File: src/hw/rtl/pnfe_pkg.sv
// Shared types, register map and reset constants of the firing engine.
package pnfe_pkg;

	// APB register map
	localparam int ADDR_W = 4;
	localparam int DATA_W = 32;
	localparam int IDX_W  = 2;

	typedef logic [IDX_W-1:0] reg_idx_t;

	localparam reg_idx_t REG_PRE_ARCS        = 2'd0;
	localparam reg_idx_t REG_POST_ARCS       = 2'd1;
	localparam reg_idx_t REG_INITIAL_MARKING = 2'd2;
	localparam reg_idx_t REG_PACKET_LIMIT    = 2'd3;

	// Counter of transition zero firings
	localparam int COUNT_W = 16;

	// Result status codes
	typedef logic [1:0] status_t;

	localparam status_t STATUS_FIRED    = 2'd0;
	localparam status_t STATUS_REFUSED  = 2'd1;
	localparam status_t STATUS_OVERFLOW = 2'd2;

	// Register reset values
	localparam logic [DATA_W-1:0]  PRE_ARCS_RESET        = 32'd37241106;
	localparam logic [DATA_W-1:0]  POST_ARCS_RESET       = 32'd79829064;
	localparam logic [DATA_W-1:0]  INITIAL_MARKING_RESET = 32'd1049891;
	localparam logic [COUNT_W-1:0] PACKET_LIMIT_RESET    = 16'd10;

	// Outcome of one firing step
	typedef struct packed {
		status_t status;
		logic    commit;
	} fire_ctl_t;

endpackage

File: src/hw/rtl/pnfe_enable.sv
// Enabled-transition mask from a marking, the pre-arcs and the limit flag.
module pnfe_enable #(
	parameter int NUM_PLACES      = 7,
	parameter int NUM_TRANSITIONS = 4,
	parameter int TOKEN_BITS      = 4
) (
	input  logic [NUM_PLACES*TOKEN_BITS-1:0]      marking,
	input  logic [NUM_PLACES*NUM_TRANSITIONS-1:0] pre_arcs,
	input  logic                                  at_limit,
	output logic [NUM_TRANSITIONS-1:0]            enabled
);

	// Drop a transition when any of its input places is empty
	always_comb begin
		enabled = '1;
		for (int t = 0; t < NUM_TRANSITIONS; t++) begin
			for (int p = 0; p < NUM_PLACES; p++) begin
				if (pre_arcs[p*NUM_TRANSITIONS+t] &&
				    (marking[p*TOKEN_BITS +: TOKEN_BITS] == '0)) begin
					enabled[t] = 1'b0;
				end
			end
		end
		// Transition zero stops once its firing budget is used up
		if (at_limit) begin
			enabled[0] = 1'b0;
		end
	end

endmodule

File: src/hw/rtl/pnfe_fire.sv
// Next marking and counter for one set of firing transitions.
module pnfe_fire #(
	parameter int NUM_PLACES      = 7,
	parameter int NUM_TRANSITIONS = 4,
	parameter int TOKEN_BITS      = 4
) (
	input  logic [NUM_PLACES*TOKEN_BITS-1:0]      marking,
	input  logic [NUM_PLACES*NUM_TRANSITIONS-1:0] pre_arcs,
	input  logic [NUM_PLACES*NUM_TRANSITIONS-1:0] post_arcs,
	input  logic [NUM_TRANSITIONS-1:0]            fire,
	input  logic [pnfe_pkg::COUNT_W-1:0]          count,
	output logic [NUM_PLACES*TOKEN_BITS-1:0]      marking_next,
	output logic [pnfe_pkg::COUNT_W-1:0]          count_next,
	output pnfe_pkg::fire_ctl_t                   ctl
);

	import pnfe_pkg::*;

	localparam int CW        = $clog2(NUM_TRANSITIONS + 1);
	localparam int SW        = TOKEN_BITS + CW;
	localparam int TOKEN_MAX = (1 << TOKEN_BITS) - 1;

	logic [NUM_PLACES*TOKEN_BITS-1:0] cand;
	logic                             neg;
	logic                             ovf;

	// Add produced tokens, subtract consumed ones, flag under- and overflow
	always_comb begin
		logic [CW-1:0] gain;
		logic [CW-1:0] loss;
		logic [SW-1:0] sum;
		logic [SW-1:0] diff;
		neg  = 1'b0;
		ovf  = 1'b0;
		cand = '0;
		for (int p = 0; p < NUM_PLACES; p++) begin
			gain = '0;
			loss = '0;
			for (int t = 0; t < NUM_TRANSITIONS; t++) begin
				if (fire[t]) begin
					gain = gain + CW'(post_arcs[p*NUM_TRANSITIONS+t]);
					loss = loss + CW'(pre_arcs[p*NUM_TRANSITIONS+t]);
				end
			end
			sum  = SW'(marking[p*TOKEN_BITS +: TOKEN_BITS]) + SW'(gain);
			diff = '0;
			if (sum < SW'(loss)) begin
				neg = 1'b1;
			end else begin
				diff = sum - SW'(loss);
				if (diff > SW'(TOKEN_MAX)) begin
					ovf = 1'b1;
				end
			end
			cand[p*TOKEN_BITS +: TOKEN_BITS] = diff[TOKEN_BITS-1:0];
		end
	end

	// Decide the outcome; an empty set or a negative place wins over overflow
	always_comb begin
		if ((fire == '0) || neg) begin
			ctl.status = STATUS_REFUSED;
		end else if (ovf) begin
			ctl.status = STATUS_OVERFLOW;
		end else begin
			ctl.status = STATUS_FIRED;
		end
		ctl.commit = (ctl.status == STATUS_FIRED);
	end

	// Keep the old state on a refused or overflowing step
	assign marking_next = ctl.commit ? cand : marking;
	assign count_next   = (ctl.commit && fire[0]) ? count + COUNT_W'(1) : count;

endmodule

File: src/hw/rtl/petri_net_firing_engine_unit.sv
// Petri net firing engine: takes one request mask of transitions per cycle while not
// stalled and returns one result per request. A request taken at a clock edge sits in the
// input register, is evaluated and lands in the result register once that register is
// free or drains. The marking and the transition zero counter are updated in the same
// cycle the result is computed, so the next request sees them at once and, while
// out_stall stays low, the block sustains one request per clock; the marking update
// loop sets the rate. A result waiting under out_stall holds the request register behind
// it, and a request held there stalls the input. Configuration goes through the APB port;
// the user writes it only while the block is idle, as the block does not enforce this.
module petri_net_firing_engine_unit #(
	parameter int NUM_PLACES      = 7,
	parameter int NUM_TRANSITIONS = 4,
	parameter int TOKEN_BITS      = 4
) (
	input  logic                                  clk,
	input  logic                                  arst_n,
	// configuration port
	input  logic                                  psel,
	input  logic                                  penable,
	input  logic                                  pwrite,
	input  logic [pnfe_pkg::ADDR_W-1:0]           paddr,
	input  logic [pnfe_pkg::DATA_W-1:0]           pwdata,
	output logic [pnfe_pkg::DATA_W-1:0]           prdata,
	output logic                                  pready,
	// request channel
	input  logic                                  in_valid,
	output logic                                  in_stall,
	input  logic [NUM_TRANSITIONS-1:0]            fire_request,
	// result channel
	output logic                                  out_valid,
	input  logic                                  out_stall,
	output logic [1:0]                            status,
	output logic [NUM_PLACES*TOKEN_BITS-1:0]      marking_now,
	output logic [NUM_TRANSITIONS-1:0]            enabled_mask,
	output logic                                  finished,
	output logic [pnfe_pkg::COUNT_W-1:0]          fired_count
);

	import pnfe_pkg::*;

	localparam int ARC_W  = NUM_PLACES * NUM_TRANSITIONS;
	localparam int MARK_W = NUM_PLACES * TOKEN_BITS;

	// configuration registers
	logic [ARC_W-1:0]   pre_q;
	logic [ARC_W-1:0]   post_q;
	logic [MARK_W-1:0]  init_q;
	logic [COUNT_W-1:0] limit_q;

	// net state
	logic [MARK_W-1:0]  marking_q;
	logic [COUNT_W-1:0] count_q;

	// request register
	logic                       valid_s1;
	logic [NUM_TRANSITIONS-1:0] req_s1;

	// result register
	logic                       valid_s2;
	status_t                    status_s2;
	logic [MARK_W-1:0]          marking_s2;
	logic [NUM_TRANSITIONS-1:0] enabled_s2;
	logic                       finished_s2;
	logic [COUNT_W-1:0]         count_s2;

	logic                       advance;
	logic                       step;
	logic                       cfg_wr;
	reg_idx_t                   cfg_idx;
	logic [NUM_TRANSITIONS-1:0] en_cur;
	logic [NUM_TRANSITIONS-1:0] en_nxt;
	logic [NUM_TRANSITIONS-1:0] fire;
	logic [MARK_W-1:0]          marking_next;
	logic [COUNT_W-1:0]         count_next;
	logic                       at_limit_next;
	fire_ctl_t                  ctl;

	// Handshake: move the request on when the result register is free or drains
	assign advance  = !valid_s2 || !out_stall;
	assign in_stall = valid_s1 && !advance;
	assign step     = valid_s1 && advance;

	// Configuration write decode
	assign pready  = 1'b1;
	assign cfg_wr  = psel && penable && pwrite && pready;
	assign cfg_idx = paddr[ADDR_W-1:ADDR_W-IDX_W];

	// Configuration registers
	always_ff @(posedge clk or negedge arst_n) begin
		if (!arst_n) begin
			pre_q   <= ARC_W'(PRE_ARCS_RESET);
			post_q  <= ARC_W'(POST_ARCS_RESET);
			init_q  <= MARK_W'(INITIAL_MARKING_RESET);
			limit_q <= PACKET_LIMIT_RESET;
		end else if (cfg_wr) begin
			case (cfg_idx)
				REG_PRE_ARCS:        pre_q   <= ARC_W'(pwdata);
				REG_POST_ARCS:       post_q  <= ARC_W'(pwdata);
				REG_INITIAL_MARKING: init_q  <= MARK_W'(pwdata);
				REG_PACKET_LIMIT:    limit_q <= pwdata[COUNT_W-1:0];
				default: ;
			endcase
		end
	end

	// Register read-back
	always_comb begin
		case (cfg_idx)
			REG_PRE_ARCS:        prdata = DATA_W'(pre_q);
			REG_POST_ARCS:       prdata = DATA_W'(post_q);
			REG_INITIAL_MARKING: prdata = DATA_W'(init_q);
			REG_PACKET_LIMIT:    prdata = DATA_W'(limit_q);
			default:             prdata = '0;
		endcase
	end

	// Enabled set before the step
	pnfe_enable #(
		.NUM_PLACES      (NUM_PLACES),
		.NUM_TRANSITIONS (NUM_TRANSITIONS),
		.TOKEN_BITS      (TOKEN_BITS)
	) u_en_cur (
		.marking  (marking_q),
		.pre_arcs (pre_q),
		.at_limit (count_q >= limit_q),
		.enabled  (en_cur)
	);

	assign fire = req_s1 & en_cur;

	// Fire the requested and enabled transitions together
	pnfe_fire #(
		.NUM_PLACES      (NUM_PLACES),
		.NUM_TRANSITIONS (NUM_TRANSITIONS),
		.TOKEN_BITS      (TOKEN_BITS)
	) u_fire (
		.marking      (marking_q),
		.pre_arcs     (pre_q),
		.post_arcs    (post_q),
		.fire         (fire),
		.count        (count_q),
		.marking_next (marking_next),
		.count_next   (count_next),
		.ctl          (ctl)
	);

	assign at_limit_next = (count_next >= limit_q);

	// Enabled set after the step
	pnfe_enable #(
		.NUM_PLACES      (NUM_PLACES),
		.NUM_TRANSITIONS (NUM_TRANSITIONS),
		.TOKEN_BITS      (TOKEN_BITS)
	) u_en_nxt (
		.marking  (marking_next),
		.pre_arcs (pre_q),
		.at_limit (at_limit_next),
		.enabled  (en_nxt)
	);

	// Request register
	always_ff @(posedge clk or negedge arst_n) begin
		if (!arst_n) begin
			valid_s1 <= 1'b0;
		end else if (!in_stall) begin
			valid_s1 <= in_valid;
		end
	end

	always_ff @(posedge clk) begin
		if (in_valid && !in_stall) begin
			req_s1 <= fire_request;
		end
	end

	// Net state: commit the step as the result is captured
	always_ff @(posedge clk or negedge arst_n) begin
		if (!arst_n) begin
			marking_q <= MARK_W'(INITIAL_MARKING_RESET);
			count_q   <= '0;
		end else if (step) begin
			marking_q <= marking_next;
			count_q   <= count_next;
		end
	end

	// Result register
	always_ff @(posedge clk or negedge arst_n) begin
		if (!arst_n) begin
			valid_s2 <= 1'b0;
		end else if (advance) begin
			valid_s2 <= valid_s1;
		end
	end

	always_ff @(posedge clk) begin
		if (step) begin
			status_s2   <= ctl.status;
			marking_s2  <= marking_next;
			enabled_s2  <= en_nxt;
			finished_s2 <= (marking_next == init_q) && at_limit_next;
			count_s2    <= count_next;
		end
	end

	assign out_valid    = valid_s2;
	assign status       = status_s2;
	assign marking_now  = marking_s2;
	assign enabled_mask = enabled_s2;
	assign finished     = finished_s2;
	assign fired_count  = count_s2;

endmodule

File: config.mk
export PLATFORM = sky130hd
export DESIGN_NAME = petri_net_firing_engine_unit
export DESIGN_NICKNAME = d
export VERILOG_FILES = /design/src/hw/rtl/pnfe_pkg.sv /design/src/hw/rtl/pnfe_enable.sv /design/src/hw/rtl/pnfe_fire.sv /design/src/hw/rtl/petri_net_firing_engine_unit.sv
export SDC_FILE = /design/constraint.sdc
export NUM_CORES = 1
export LEC_CHECK = 0
export ABC_CLOCK_PERIOD_IN_PS = 15600
export BUFFER_PORTS_ARGS = -buffer_cell sky130_fd_sc_hd__buf_2
export CORE_MARGIN = 5
export CORE_UTILIZATION = 50
export DETAILED_ROUTE_END_ITERATION = 8
export MAX_ROUTING_LAYER = met4
export PLACE_DENSITY = 0.69
export SLEW_MARGIN = 20
export SYNTH_ARGS = -nofsm -noshare
export SYNTH_HDL_FRONTEND = slang
export SYNTH_SLANG_ARGS = --single-unit
File: constraint.sdc
create_clock -name clk -period 15.6 [get_ports clk]
set_clock_uncertainty 0.05 [all_clocks]
set_input_delay 0.78 -clock clk [delete_from_list [all_inputs] [get_ports clk]]
set_output_delay 0.78 -clock clk [all_outputs]
set_load 0.02 [all_outputs]
-- After elaboration in Yosys (flattened, before gate mapping)
Index checks and enable logic that the tools add are counted.
- flip-flop bits (word level): 201
- bits of input ports: 47
- logic and storage cells: 311
- add/sub/neg operators: 57
- order comparisons: 16
- equality and inequality tests: 4
- mux-type cells: 122
- bitwise logic cells: 1
- reductions and logical operators: 94
- operators by type and width (operator ; number):
    one-hot mux 32 bit (4 select lines) ; 1
    two-way mux 3 bit ; 42
    adder 3 x 1 -> 3 bit ; 28
    two-way mux 1 bit ; 68
    logical AND 1 bit ; 63
    logical NOT 4 bit ; 15
    > comparator 7 x 4 -> 1 bit, second input constant ; 7
    less-than comparator 7 x 3 -> 1 bit ; 7
    subtractor 5 x 3 -> 6 bit ; 7
    adder 4 x 3 -> 5 bit ; 7
    >= comparator 16 bit ; 2
    adder 1 x 1 -> 2 bit ; 14
    equality test 28 bit ; 1
    two-way mux 28 bit ; 1
    two-way mux 4 bit ; 7
    OR reduction 6 bit ; 3
    adder 16 x 1 -> 16 bit, second input constant ; 1
    two-way mux 16 bit ; 1
    AND reduction 2 bit ; 4
    OR reduction 7 bit ; 1
    bitwise AND 4 bit ; 1
    equality test 2 bit, second input constant ; 2
    logical NOT 1 bit ; 4
    logical NOT 2 bit ; 2
    3 further kinds ; 5

-- Longest topological paths before layout
Gate-level depths: netlist of the first run.
- depth after elaboration: 42
- mapped depth: 42
- mapped depth without buffers: 41

-- Cells and area by module
From an unflattened synthesis of the first run, not the netlist that was laid out.
- cells, all modules: 1218
- area total of the unflattened synthesis: 14217.4 µm²
- modules (own cells, without submodules) (module ; instances ; cells each ; area each (µm²) ; sequential area each (µm²)):
    petri_net_firing_engine_unit ; 1 ; 579 ; 8849.7 ; 5342.6
    pnfe_fire ; 1 ; 591 ; 4909.7 ; 0.0
    pnfe_enable ; 2 ; 24 ; 229.0 ; 0.0

-- Least setup slack after synthesis of the first run
Ideal clock, no wire load.
- kind: flip-flop to flip-flop
- start: register count_q[0]
- end: register finished_s2 (netlist: finished), data pin
- setup time: 133 ps
- data arrival time: 8665 ps
- required time: 15417 ps
- path slack: 6752 ps
- cell stages (with the launch flop): 42
- period minus slack after synthesis: 8848 ps
- cells stage by stage: dfrtp_1 inv_1 ha_1 nand2b_1 a2111oi_0 o31a_1 o21ai_0 a21oi_1 clkbuf_1 nand2_1 inv_1 ha_1 nand2_1 o21ai_0 ha_1 ha_1 mux2_2 ha_1 [6 not listed] nor3_1 or4_1 nor4_1 o41a_2 buf_2 nand4_2 or3_1 nor2_2 nand3_1 xnor2_1 ha_1 nand4_1 nor2_1 o21ai_0 o211a_1 a211o_1 nor4_2 o2111a_1
- longest elaborated chain between the ends: 34
- RTL lines (what ; line ; RTL):
    start: declaration ; petri_net_firing_engine_unit.sv:52 ; logic [COUNT_W-1:0] count_q;
    start signal: assignment ; petri_net_firing_engine_unit.sv:183 ; count_q <= count_next;
    >= comparator 16 bit ; petri_net_firing_engine_unit.sv:125 ; .at_limit (count_q >= limit_q),
    two-way mux 1 bit ; pnfe_enable.sv:25 ; if (at_limit) begin
    bitwise AND 4 bit ; petri_net_firing_engine_unit.sv:129 ; assign fire = req_s1 & en_cur;
    two-way mux 1 bit ; pnfe_fire.sv:40 ; if (fire[t]) begin
    adder 1 x 1 -> 2 bit ; pnfe_fire.sv:41 ; gain = gain + CW'(post_arcs[p*NUM_TRANSITIONS+t]);
    two-way mux 3 bit ; pnfe_fire.sv:40 ;
    adder 3 x 1 -> 3 bit ; pnfe_fire.sv:41 ;
    two-way mux 3 bit ; pnfe_fire.sv:40 ;
    [19 not listed] ; -- ;
    two-way mux 2 bit ; pnfe_fire.sv:63 ; end else if (ovf) begin
    two-way mux 2 bit ; pnfe_fire.sv:61 ; if ((fire == '0) || neg) begin
    logical NOT 2 bit ; pnfe_fire.sv:68 ; ctl.commit = (ctl.status == STATUS_FIRED);
    logical AND 1 bit ; pnfe_fire.sv:73 ; assign count_next = (ctl.commit && fire[0]) ? count + COUNT_W'(1) : count;
    two-way mux 16 bit * ; pnfe_fire.sv:73 ;
    named net count_next[14] ; petri_net_firing_engine_unit.sv:74 ; logic [COUNT_W-1:0] count_next;
    >= comparator 16 bit * ; petri_net_firing_engine_unit.sv:147 ; assign at_limit_next = (count_next >= limit_q);
    logical AND 1 bit * ; petri_net_firing_engine_unit.sv:201 ; finished_s2 <= (marking_next == init_q) && at_limit_next;
    end signal: assignment ; petri_net_firing_engine_unit.sv:201 ;
    end: declaration ; petri_net_firing_engine_unit.sv:63 ; logic finished_s2;
The timed path passes the listed nets; every way through them passes the cells marked *.
A chain may end at the register's enable or synchronous reset.

-- Worst setup path after layout of the first run
- start: register count_q[0]
- end: register enabled_s2[0] (netlist: enabled_mask[0]), data pin
- longest elaborated chain between the ends: 34
- RTL lines (what ; line ; RTL):
    >= comparator 16 bit ; petri_net_firing_engine_unit.sv:125 ;
    two-way mux 1 bit ; pnfe_enable.sv:25 ;
    bitwise AND 4 bit ; petri_net_firing_engine_unit.sv:129 ;
    two-way mux 1 bit ; pnfe_fire.sv:40 ;
    adder 1 x 1 -> 2 bit ; pnfe_fire.sv:41 ;
    two-way mux 3 bit ; pnfe_fire.sv:40 ;
    adder 3 x 1 -> 3 bit ; pnfe_fire.sv:41 ;
    two-way mux 3 bit ; pnfe_fire.sv:40 ;
    [19 not listed] ; -- ;
    two-way mux 2 bit ; pnfe_fire.sv:63 ;
    two-way mux 2 bit ; pnfe_fire.sv:61 ;
    logical NOT 2 bit ; pnfe_fire.sv:68 ;
    logical AND 1 bit ; pnfe_fire.sv:73 ;
    two-way mux 16 bit * ; pnfe_fire.sv:73 ;
    named net count_next[13] ; petri_net_firing_engine_unit.sv:74 ;
    >= comparator 16 bit * ; petri_net_firing_engine_unit.sv:147 ;
    OR reduction 7 bit (no line) * ; -- ;
    end signal: assignment ; petri_net_firing_engine_unit.sv:200 ; enabled_s2 <= en_nxt;
    end: declaration ; petri_net_firing_engine_unit.sv:62 ; logic [NUM_TRANSITIONS-1:0] enabled_s2;
Marks and branches as above.

==> results of run 1 <==
-- final cells by class --
| class | instances | share of cell area (%) |
|---|---|---|
| clock inverters | 16 | 0.996 |
| inverters | 113 | 2.61 |
| multi-input cells | 1078 | 52.5 |
| repair buffers | 139 | 4.60 |
| well taps | 384 | 2.94 |
| clock buffers | 25 | 3.57 |
| flip-flops and latches | 201 | 32.7 |
| diodes | 1 | 0.0153 |
-- Yosys cell counts (12+ instances only) --
library cell,count
a21oi_1,40
mux2i_1,24
nor3_1,24
edfxtp_1,55
nand2_1,189
o21ai_0,94
nor2_1,46
nor2b_1,18
a21o_1,21
clkbuf_1,39
fa_1,14
dfrtp_1,116
xnor2_1,40
ha_1,145
a211oi_1,12
xor2_1,37
nand3_1,22
and2_1,19
inv_1,112
mux4_2,16
mux2_2,141
dfstp_2,30
nand4_1,17
-- sequential cells by signal (all words and copies together), names as in the netlist --
name	count
post_q	28
finished	1
req_s1	4
limit_q	16
marking_now	28
marking_q	28
pre_q	28
fired_count	16
enabled_mask	4
valid_s1	1
init_q	28
out_valid	1
count_q	16
status	2
-- cell families after synthesis --
group | Yosys count | synth area share [%]
buffers and inverters | 171 | 4.65
other | 2 | 0.0516
adder cells (fa/ha/maj) | 159 | 14.4
multiplexers | 181 | 15.0
XOR/XNOR | 77 | 4.63
flip-flops | 201 | 36.7
AO/OA/AOI/OAI | 257 | 11.4
AND/OR/NAND/NOR | 399 | 13.2
-- critical path: cells and delay by family, from the launching register on --
family	cells	cell delay (ns)
flops	1	0.40
fa+ha+maj	8	2.42
xor+xnor	2	0.50
buf+inv	3	0.57
mux	2	0.63
compound gates	14	3.77
simple gates	9	2.46
-- stage by stage --
step	utilization [%]	hold WS [ns]	cells	setup slack [ns]
floorplan	-	0.407	1450	6.75
global placement	54.3	0.422	1915	4.84
detailed placement	54.3	0.449	1915	4.75
CTS	56.9	0.251	1956	4.67
global route	56.9	0.286	1957	4.02
finish	56.9	0.233	1957	4.50
-- power by group through the flow --
stage	clock network, µW	logic [µW]	registers, µW
finish	549	1720	863
floorplan	0	1110	836
CTS	558	1680	855
detailed placement	0	1670	864
global route	584	1870	875
global placement	0	1650	859
-- cells in the final DEF, fill, tap and decap left out, drive strengths merged, types with 30 or more instances in the layout --
cell type	synthesis	final
o21ai	94	94
dfrtp	116	116
ha	145	145
inv	113	112
a21oi	41	41
buf	19	139
dfstp	30	30
nor2	47	47
xnor2	40	40
nand2	189	189
edfxtp	55	55
xor2	37	37
mux2	141	141
-- worst paths after layout --
kind	from	to
worst max-delay path	count_q[0]	enabled_mask[0]
worst min-delay path	arst_n	post_q[24]
worst max register to register	count_q[0]	enabled_mask[0]
worst min register to register	valid_s1	out_valid
max in group asynchronous	arst_n	pre_q[11]
min in group clk	fire_request[3]	req_s1[3]
-- metal layers --
metal	up-vias	GRT usage (%)	routed length [µm]	share of wire [%]
met4	0	8.41	1470	3.3
met1	5778	38.6	19500	44
met5	-	-	0	0
met3	97	6.68	4410	10
met2	522	39.6	18900	43
li1	5419	-	-	-
==> reports/results.ini, run 1 <==
[drt]
drtAntennaViolNets = 0
drc_errors = 0
first_pass_iters = 5
num_vias = 11800
drt_wl_total_um = 44200
drtIter0Drc = 955
post_drt_wl_per_cell_um = 22.6
vias_per_cell = 6.04

[job]
maxCapViolations = 0

[sta]
setup_violations = 0
max_freq_mhz = 90.1
worst_pin_slew_ns = 1.15
tns_ns = 0
relSlewSlack_pct = 23.2
rsz0062_at_grt = no
fin_crit_sh_pct = 71.1
fin_crit_ns = 11.10
drv_slew = 0
hold_violations = 0

[logic_synthesis]
yosys.area.top_type_share_pct = 19.9
synth-async-reset-ratio_pct = 72.6
syn-cell-area_mm2 = 0.0146
syn_area_per_cell_um2 = 10.1
synthCells = 1447
synth_sequential_area_ratio_pct = 36.7
synth_area_leader_cell = dfrtp_1
synth_flop_cell = dfrtp_1
synth_edf_count = 55
yosys_warnings = 0
synth_seq_cells = 201
yosysUniqueCellTypes = 73
synth.area.top_cells = dfrtp_1 (20%), ha_1 (12%), edfxtp_1 (11%), mux2_2 (11%), dfstp_2 (5.4%)

[clocking]
clk_pin_slew_worst_paths_ns = 0.07
clock_latency_ns = 0.53
numCtsBuffers = 23
post_cts_resized = 0
cts_buffer_depth = 3
hold_buffers = 0
clock-sinks = 201
cts_tree = done
htree_levels = 1
cts_setup_buffers = 0
root_buffer = clkbuf_16

[die]
start_util_pct = 50.7
io_pins = 133
die-area_mm2 = 0.0326
core_area_mm2 = 0.0287
die_h_um = 181
die_w_um = 181
rows = 62

[grt]
first_global_vias = 11500
antenna_found_initial = 1
grt.overflow.total = 0
grt_pass1_wl_um = 68700
grt_use_total_pct = 27.5
grt_max_degree = 80

[pwr]
p_int_uw = 1650
pwr-share-clk_pct = 17.5
power_frac_comb_pct = 54.9
power_frac_seq_pct = 27.5
vdd_drop_max_v = 0.0000826
power_per_cell_area_mw_per_mm2 = 192
switching_power_uw = 1480
leakage_uw = 0.00765
p_total_uw = 3130
p_sw_share_pct = 47.3

[final_layout]
ff_latch_area_mm2 = 0.00534
area_growth_pct = 12.1
multi_input_area_mm2 = 0.00858
fin_area_mm2 = 0.0163
fillers = 2523
layout-drive-gt1-share_pct = 24.4
nNetsFinal = 1762

[worst_hold_path]
min_path_type = in -> async

[placement]
port_buffers = 121
dpl.hpwl_um = 33200
place_congestion = 0.987
dpl-instance-area_mm2 = 0.0156

[setup_path]
max_stage_delay_ns = 0.61
crit_arrival_ns = 11.29
crit_type = reg -> reg
r2r_setup_slack_ns = 4.50
cp-end-kind = register
slowest_stage = a21oi_1
cp_max_fo = 13
critPathLaunchType = register
crit_required_ns = 15.79
rr_worst_depth = 38
cpMostUsedCell = ha_1

[status]
status = finished, final reports clean

Note: power is estimated with default switching activity, not from simulation.
==> inputs of run 2 (changes only) <==
Settings changed: ABC_AREA set to 1, ABC_CLOCK_PERIOD_IN_PS 15600 to 10200, PLACE_DENSITY 0.69 to 0.72.
Clock period 15.6 ns to 10.2 ns, I/O delays scaled along.
==> reports/results.ini, run 2 <==
[drt]
post_drt_wl_per_cell_um = 18.3
wl_met3_um = 4080
highest_layer = met4
drc_errors = 0
drtIter0Drc = 1530
first_pass_iters = 6
drtAntennaViolNets = 0
drt_wl_total_um = 45100
num_vias = 13800
m1WireLength_um = 19700
vias_per_cell = 5.62
wl_met2_um = 19700

[logic_synthesis]
synthXorXnorAreaFrac_pct = 2.13
yosys-mux-area-fraction_pct = 1.06
synth_sequential_area_ratio_pct = 36.1
yosys-top-cells-count = nand2_1 (511), inv_1 (247), o21ai_0 (190)
synthCells = 1960
synth_flop_cell = dfrtp_1
synth_fa_ha_area_share_pct = 14.1
synth_top_family_by_area = simple AND/OR/NAND/NOR gates
synth_area_leader_cell = dfrtp_1
synth-async-reset-ratio_pct = 72.6
synthSimpleGateAreaFrac_pct = 26.9
syn_area_per_cell_um2 = 7.55
synth_compound_area_share_pct = 10.8
yosysUniqueCellTypes = 47
syn-cell-area_mm2 = 0.0148
yosys.area.top_type_share_pct = 19.6
synth_seq_cells = 201
synth.most_common_cell = nand2_1
synth.area.top_cells = dfrtp_1 (20%), nand2_1 (13%), ha_1 (12%), edfxtp_1 (11%), o21ai_0 (6.4%)
synth_edf_count = 55
yosys_warnings = 0

[setup_path]
max_stage_delay_ns = 0.57
crit_required_ns = 10.50
crit-reg2reg-launch = limit_q[1]
slowest_stage = nand2_1
crit_type = reg -> reg
r2r_setup_slack_ns = 0.87
crit_end = enabled_mask[0]
cp_max_fo = 15
crit_arrival_ns = 9.63
cpMostUsedCell = nand2_1
startpoint = limit_q[1]
reg2reg_to = enabled_mask[0]
critPathLaunchType = register
rr_worst_depth = 47
cp-end-kind = register

[placement]
place_congestion = 0.972
port_buffers = 121
dp_cells = 2415
dpl.hpwl_um = 33900

[final_layout]
area_growth_pct = 11.9
mostFrequentLayoutCell = nand2_1
diodes = 0
layout-drive-gt1-share_pct = 13.3
layout_common_cells = nand2_1 (511), inv_1 (246), o21ai_0 (190), nor2_1 (167), nand3_1 (165)
layoutNonFillerInstCount = 2461
nNetsFinal = 2258

[die]
io_pins = 133
core_area_mm2 = 0.0294
rows = 63
die_h_um = 182
die-area_mm2 = 0.0331
start_util_pct = 50.4
die_w_um = 182

[grt]
grt_max_degree = 90
antenna_found_initial = 0
grt_pass1_wl_um = 71100
grt_use_total_pct = 27.5
grt.overflow.total = 0
first_global_vias = 13000

[clocking]
htree_levels = 1
clock_latency_ns = 0.54
cts_buffer_depth = 3
clk_pin_slew_worst_paths_ns = 0.06
post_cts_resized = 0
hold_buffers = 0
cts_tree = done
numCtsBuffers = 25
clock-sinks = 201
root_buffer = clkbuf_16
cts_setup_buffers = 0

[sta]
setup_violations = 0
fin_crit_sh_pct = 91.4
hold_violations = 0
rsz0062_at_grt = no
relSlewSlack_pct = 33.5
fin_crit_ns = 9.33
worst_pin_slew_ns = 0.995
tns_ns = 0
drv_slew = 0
max_freq_mhz = 107

[pwr]
vdd_drop_max_v = 0.000360
p_total_uw = 5770
leakage_uw = 0.00846
power_per_cell_area_mw_per_mm2 = 349

[job]
maxCapViolations = 0

[worst_hold_path]
min_path_type = in -> async

[status]
status = finished, final reports clean

## run 2: cell types whose count changed in the layout (fill, tap and decap cells not counted), sizes merged, moves of 23 or more
| cell | previous run | this run |
|---|---|---|
| nand2 | 189 | 539 |
| nand3 | 22 | 167 |
| inv | 112 | 256 |
| nor2 | 47 | 183 |
| mux2 | 141 | 14 |
| o21ai | 94 | 195 |
| xnor2 | 40 | 14 |
| mux2i | 24 | 0 |
| a31oi | 7 | 30 |
## run 2: cell families (layout without fill, tap and decap cells)
| kind of cell | after synthesis | in the layout |
|---|---|---|
| other | 2 | 5 |
| XOR/XNOR | 36 | 36 |
| flip-flops | 201 | 201 |
| AND/OR/NAND/NOR | 934 | 934 |
| AO/OA/AOI/OAI | 289 | 289 |
| multiplexers | 14 | 14 |
| buffers and inverters | 325 | 433 |
| adder cells (fa/ha/maj) | 159 | 159 |
## run 2: worst min-delay path by stage
stage / endpoint / slack (ns) / depth (start not counted)
3_3_place_gp: limit_q[8] / 0.42 / 2
5_1_grt: count_q[5] / 0.08 / 1
4_1_cts: limit_q[2] / 0.02 / 1
6_report: count_q[5] / 0.006 / 1
2_1_floorplan: count_q[0] / 0.16 / 0
3_5_place_dp: out_valid / 0.42 / 2
## run 2: metrics by stage
step	setup WS [ns]	utilization, %	cell area [µm²]	hold slack [ns]
floorplan	2.78	-	14800	0.164
global placement	1.25	53.3	15700	0.417
detailed placement	0.989	53.3	15700	0.423
CTS	0.938	56.3	16600	0.0200
global route	0.237	56.3	16600	0.0786
finish	0.874	56.3	16600	0.00582
## run 2: layout make-up
| cell class | count | area [µm²] |
|---|---|---|
| Fill cell | 2709 | 12800 |
| Multi-Input combinational cell | 1437 | 8180 |
| Sequential cell | 201 | 5340 |
| Inverter | 251 | 945 |
| Clock buffer | 32 | 726 |
| Timing Repair Buffer | 136 | 724 |
| Tap cell | 390 | 488 |
| Clock inverter | 14 | 164 |
## run 2: critical path, delay by kind of cell (launching register included)
kind	cells	cell delay (ns)
muxes	1	0.28
DFF	1	0.53
xor gates and xnor gates	2	0.33
adders and majority gates	8	2.36
buffers and inverters	8	0.60
AOI/OAI and AO/OA	5	1.38
and+or+nand+nor	23	3.56
## run 2: power by group
group / switching, µW / internal (µW)
clock: 375 / 582
combinational: 2430 / 1110
sequential: 180 / 1090
## run 2: layer usage
metal  up-vias  GRT usage (%)
met1      6432           38.7
met5         -              -
met3       125           3.63
met2       676           41.6
li1       6595              -
met4         0           9.07
